File: config.mk
export PLATFORM = sky130hd
export DESIGN_NAME = hacc_rmw
export DESIGN_NICKNAME = d
export VERILOG_FILES = /design/src/design/hacc_pkg.sv /design/src/design/hacc_rmw.sv
export SDC_FILE = /design/constraint.sdc
export NUM_CORES = 1
export LEC_CHECK = 0
export ABC_AREA = 1
export BUFFER_PORTS_ARGS = -buffer_cell sky130_fd_sc_hd__buf_4
export CAP_MARGIN = 40
export CELL_PAD_IN_SITES_DETAIL_PLACEMENT = 2
export CELL_PAD_IN_SITES_GLOBAL_PLACEMENT = 2
export CORE_ASPECT_RATIO = 0.7
export CORE_MARGIN = 4
export CORE_UTILIZATION = 39
export CTS_BUF_LIST = sky130_fd_sc_hd__clkbuf_16
export CTS_CLUSTER_SIZE = 40
export DETAILED_ROUTE_END_ITERATION = 10
export GPL_TIMING_DRIVEN = 0
export PLACE_DENSITY_LB_ADDON = 0.3
export SLEW_MARGIN = 25
export SYNTH_ARGS = -nofsm -noshare
export SYNTH_HDL_FRONTEND = slang
export SYNTH_SLANG_ARGS = --single-unit
File: constraint.sdc
create_clock -name clk -period 15.5 [get_ports clk]
set_input_delay 4.65 -clock clk [delete_from_list [all_inputs] [get_ports clk]]
set_output_delay 4.65 -clock clk [all_outputs]
set_load 0.02 [all_outputs]
File: src/design/hacc_pkg.sv
// Shared constants and types for the histogram accumulator.
package hacc_pkg;

    localparam int BIN_TOTAL = 256;
    localparam int BIN_AW    = $clog2(BIN_TOTAL);
    localparam int IDX_W     = 8;
    localparam int DATA_W    = 32;

    localparam logic CMD_ACC  = 1'b0;
    localparam logic CMD_READ = 1'b1;

    typedef struct packed {
        logic                     cmd;
        logic [IDX_W-1:0]         bin_index;
        logic signed [DATA_W-1:0] add_value;
        logic                     batch_end;
    } item_t;

    typedef struct packed {
        logic                     rd_en;
        logic [BIN_AW-1:0]        rd_addr;
        logic                     wr_en;
        logic [BIN_AW-1:0]        wr_addr;
        logic [DATA_W-1:0]        wr_data;
    } mem_req_t;

    typedef struct packed {
        logic                     valid;
        logic signed [DATA_W-1:0] count;
        logic                     is_read;
    } result_t;

endpackage

File: src/design/hacc_rmw.sv
// Read-modify-write stage: bin valid bits, write forwarding, result decode.
module hacc_rmw (
    input  logic                          clk,
    input  logic                          rst_n,
    input  logic                          accept,
    input  hacc_pkg::item_t               item,
    input  logic [hacc_pkg::DATA_W-1:0]   rd_data,
    output hacc_pkg::mem_req_t            mem_req,
    output hacc_pkg::result_t             result
);
    import hacc_pkg::*;

    logic                     st_valid_reg;
    item_t                    st_item_reg;
    logic                     fwd_valid_reg;
    logic [BIN_AW-1:0]        fwd_addr_reg;
    logic [DATA_W-1:0]        fwd_data_reg;
    logic [BIN_TOTAL-1:0]     bin_valid_reg;
    logic [BIN_TOTAL-1:0]     bin_valid_next;

    logic [BIN_AW-1:0]        st_addr;
    logic                     st_hit;
    logic                     fwd_hit;
    logic [DATA_W-1:0]        cur;
    logic [DATA_W-1:0]        sum;
    logic                     wr_en;

    assign st_addr = BIN_AW'(st_item_reg.bin_index);
    assign st_hit  = (32'(st_item_reg.bin_index) < 32'(BIN_TOTAL));
    assign fwd_hit = fwd_valid_reg && (fwd_addr_reg == st_addr);

    // Take the value written last cycle; the RAM read raced that write.
    always_comb
    begin
        if (fwd_hit)
        begin
            cur = fwd_data_reg;
        end
        else if (st_hit && bin_valid_reg[st_addr])
        begin
            cur = rd_data;
        end
        else
        begin
            cur = '0;
        end
    end

    assign sum   = cur + DATA_W'(st_item_reg.add_value);
    assign wr_en = st_valid_reg && (st_item_reg.cmd == CMD_ACC) && st_hit;

    always_comb
    begin
        mem_req.rd_en   = accept;
        mem_req.rd_addr = BIN_AW'(item.bin_index);
        mem_req.wr_en   = wr_en;
        mem_req.wr_addr = st_addr;
        mem_req.wr_data = sum;
    end

    always_comb
    begin
        bin_valid_next = bin_valid_reg;
        if (wr_en)
        begin
            bin_valid_next[st_addr] = 1'b1;
        end
    end

    always_comb
    begin
        result.valid   = st_valid_reg &&
                         ((st_item_reg.cmd == CMD_READ) || st_item_reg.batch_end);
        result.is_read = (st_item_reg.cmd == CMD_READ);
        result.count   = ((st_item_reg.cmd == CMD_READ) && st_hit) ? signed'(cur) : '0;
    end

    always_ff @(posedge clk or negedge rst_n)
    begin
        if (!rst_n)
        begin
            st_valid_reg  <= 1'b0;
            fwd_valid_reg <= 1'b0;
            bin_valid_reg <= '0;
        end
        else
        begin
            st_valid_reg  <= accept;
            fwd_valid_reg <= wr_en;
            bin_valid_reg <= bin_valid_next;
        end
    end

    always_ff @(posedge clk)
    begin
        if (accept)
        begin
            st_item_reg <= item;
        end
        if (wr_en)
        begin
            fwd_addr_reg <= st_addr;
            fwd_data_reg <= sum;
        end
    end

endmodule

# --- Word-level counts from Yosys, hierarchy flattened ---
# Index checks and enable logic that the tools add are counted.
op_classes:
  add_sub_neg: 1
  order_cmp: 2
  n_eq_ne: 1
  mux: 7
  bitwise: 2
  n_reduce_logical: 5
ops:
  columns: ["op", "count"]
  rows:
  - ["$or A256 B256 Y256", 1]
  - ["$mux W32", 3]
  - ["$add A32 B32 Y32", 1]
  - ["$lt A8 B9 Y1 const B", 1]
  - ["$bmux W1 S8", 1]
  - ["$demux W1 S8", 1]
  - ["$eq A8 B8 Y1", 1]
  - ["$ge A8 B1 Y1 const B", 1]
  - ["$logic_and A1 B1 Y1", 4]
  - ["$mux W1", 2]
  - ["$logic_or A1 B1 Y1", 1]
  - ["$not A1 Y1", 1]
totals:
  ff_bits: 340
  elab_cells: 27

# --- Logic depth before layout (Yosys ltp) ---
logic_depth:
  ltp_word: 5
  ltp_mapped: 34

# --- Least setup slack after synthesis ---
# OpenSTA, ideal clock, no wires.
synth_timing:
  path_kind: "in2out"
  start: "input rd_data[0] in the netlist's numbering"
  end: "output mem_req[22] in the netlist's numbering"
  arrival_ps: 6889
  t_required_ps: 10850
  setup_slack_ps: 3961
  cell_stages: 15
  path_buffers: 0
  path_cell_list: "nand3_1 nand2_1 ha_1 inv_1 fa_1 o21ai_1 o21ai_0 o21ai_1 nand2_1 nor2_1 nor2_1 o21ai_1 a21oi_1 o21ai_1 xor2_1"
synth_lines:
  columns: ["element", "line", "text"]
  rows:
  - ["start, declared", "hacc_rmw.sv:7", "input logic [hacc_pkg::DATA_W-1:0] rd_data,"]
  - ["end, declared", "hacc_rmw.sv:8", "output hacc_pkg::mem_req_t mem_req,"]

==> results.md <==
- RD Place Congestion: 0.893
- Critical path class: primary input to output port
- Vias: 15.2k
- Slew HR: 0.378
- Post-synthesis mux area share: 0
- GRT Total Usage: 0.315
- Die height: 180 um
- Placed Area: 18500 um^2
- Vias in the first global route: 16.8k
- Initial antenna violation count: 0
- H-tree depth: 2
- # nets final: 2219
- Tcrit/Tclk final: 0.808
- Core Area: 41400 um^2
- Slew Limit Fails: 0
- Startpoint types: primary input
- Register area share after synthesis: 0.540
- Starting Density: 0.399
- IO Port Bufs: 160
- Pre-Repair DR Iteration Count: 5
- Fin worst setup slack: 2.98 ns
- Most frequent cells in the layout: 611 x nand2_1, 258 x dfrtp_1, 209 x o21ai_0, 181 x buf_4, 161 x inv_1
- Flop and latch count out of synthesis: 340
- DRC viols: 0
- Mapped cell area: 16500 um^2
- Final min period: 12.52 ns
- Main combinational cell family by area after synthesis: simple AND/OR/NAND/NOR gates
- Max reg flops: 256
- Final Hold Viols: 0
- Global-route wire length before repair: 109 mm
- Post-Syn Instances: 1900
- Worst path required time: 10.85 ns
- CTS tree: done
- Most common cell after layout, fill and taps aside: nand2_1
- CTS Sinks: 340
- Clk_lat worst skew: 0.53 ns
- CTS max path bufs: 3
- Power Dens Cells: 114 nW/um^2
- Layout cells sized above 1: 0.135
- Area fraction in compound gates after synthesis: 0.173
- CTS buffer count: 37
- Actual slew at the worst max-slew pin: 0.930 ns
- Diode count: 0
- Run status: finished clean
- Max FO, Critical Path: 4
- Largest net degree at the start of global routing: 91
- Post-place setup slack: 3.02 ns
- Dpl hpwl: 51.1 mm
- Routed wire length per instance: 27.3 um
- Post-layout util: 0.474
- RSZ-0062 raised after global routing: no
- Gr ovfl total: 0
- Leakage: 9.37 nW
- Count of maximum capacitance violations: 0
- Die X: 254 um
- Fmax: 79.9 MHz
- Worst setup EP type: output port
- Vias per cell: 5.68
- PostCTS Resize Cnt: 0
- Die ar.: 45700 um^2
- Final ANT Viol Nets: 0
- Fin area: 19600 um^2
- Final setup fails: 0
- Fin Setup TNS: 0 ns
- Xor and xnor fraction of the mapped netlist area: 0.0170
- Syn avg cell area: 8.69 um^2
- Unique masters post-synth: 36
- Top-Level Pins: 161
- Reg clk slew, reported paths: 0.06 ns
- DRT iter0 DRCs: 1369
- Post-synthesis adder-cell area fraction: 0.0262
- Clock root buffer: clkbuf_16
- Worst Path Arrival: 7.87 ns
- Simple-Gate Fraction of Synth Area: 0.175
- Area Overhead vs Synth: 18.8%
- Row count: 62
- Setup repair bufs after CTS: 0
- Hold WC Path Type: register to register
- YS warnings: 0
- Drt total wl: 73.0 mm
- Syn_nets: 2011
- CTS hold repair buffers: 0
- Peak supply drop: 0.101 mV
- Fin Clk Skew: 0.0125 ns
## path summary, 6_finish.rpt
kind,start,end,slack [ns],cells past startpoint
min in group asynchronous,rst_n,bin_valid_reg[108]$_DFFE_PN0P_,4.12,1
max,rd_data[0],mem_req[30],2.98,17
max in group asynchronous,rst_n,bin_valid_reg[177]$_DFFE_PN0P_,9.95,3
min reg2reg,bin_valid_reg[200]$_DFFE_PN0P_,bin_valid_reg[200]$_DFFE_PN0P_,0.46,2
max reg2reg,st_addr[0]$_DFFE_PP_,fwd_data_reg[25]$_DFFE_PP_,9.13,29
min,bin_valid_reg[200]$_DFFE_PN0P_,bin_valid_reg[200]$_DFFE_PN0P_,0.46,2
## kinds of logic (layout without fill, tap and decap cells)
kind of cell | count (synthesis) | in the layout
buffers and inverters | 270 | 501
AO/OA/AOI/OAI | 481 | 481
adder cells (fa/ha/maj) | 34 | 34
flip-flops | 340 | 340
AND/OR/NAND/NOR | 743 | 743
XOR/XNOR | 32 | 32
## routing by layer
| layer | vias up | wire (um) | GRT usage |
|---|---|---|---|
| met1 | 8003 | 32600 | 0.457 |
| met3 | 86 | 5540 | 0.0580 |
| met2 | 506 | 33600 | 0.500 |
| met5 | - | 0 | 0 |
| li1 | 6601 | - | - |
| met4 | 0 | 1240 | 0.0599 |
## worst max-delay path, stage by stage
cell      delay, ns
buf_4          0.08
nand3_1        0.09
nand2_1        0.10
ha_1           0.22
inv_1          0.08
fa_1           0.43
o21ai_1        0.14
o21ai_0        0.14
o21ai_1        0.28
nand2_1        0.15
nor2_1         0.12
nor2_1         0.12
o211ai_1       0.54
nand2_1        0.13
o211ai_1       0.15
xor2_1         0.25
buf_4          0.19
## through the flow
step / hold WS [ns] / power, mW / cells
3_5_place_dp: 0.445 / 1.40 / 2608
5_1_grt: 0.479 / 2.32 / 2675
3_3_place_gp: 0.433 / 1.37 / 2604
6_report: 0.458 / 2.24 / 2675
2_1_floorplan: 0.421 / 1.22 / 1900
4_1_cts: 0.461 / 2.24 / 2670
## cells in the mapped netlist (all sizes together)
cell | number | area share
a2111oi | 1 | 0.00053
o21bai | 152 | 0.069
nand3 | 52 | 0.016
inv | 158 | 0.036
o311ai | 1 | 0.00053
a21boi | 3 | 0.0014
clkinv | 1 | 0.00023
nand4 | 1 | 0.00038
o21a | 4 | 0.0018
clkbuf | 47 | 0.011
a31oi | 4 | 0.0015
ha | 33 | 0.025
edfxtp | 82 | 0.15
nor2 | 71 | 0.017
o2111ai | 1 | 0.00053
or2 | 1 | 0.00038
o21ai | 229 | 0.069
fa | 1 | 0.0012
a21oi | 72 | 0.022
nand2 | 613 | 0.14
o211ai | 6 | 0.0027
nor3 | 2 | 0.00061
buf | 64 | 0.022
xor2 | 22 | 0.012
a31o | 4 | 0.0021
xnor2 | 10 | 0.0053
o31ai | 3 | 0.0014
nor4 | 3 | 0.0011
dfrtp | 258 | 0.39
a21o | 1 | 0.00045
## power breakdown
group          switching, mW  internal [mW]
Clock                  0.388          0.452
Sequential            0.0333          0.986
Combinational          0.261          0.116
Total                  0.683           1.55
## area by class of cell
class | count | area [um^2]
Inverter | 159 | 597
Tap cell | 544 | 681
Buffer | 111 | 543
Clock inverter | 23 | 96.3
Multi-Input combinational cell | 1290 | 6460
Fill cell | 4576 | 21800
Sequential cell | 340 | 8920
Clock buffer | 39 | 976
Timing Repair Buffer | 169 | 1350
No activity file was read; power rests on OpenSTA's default activity.
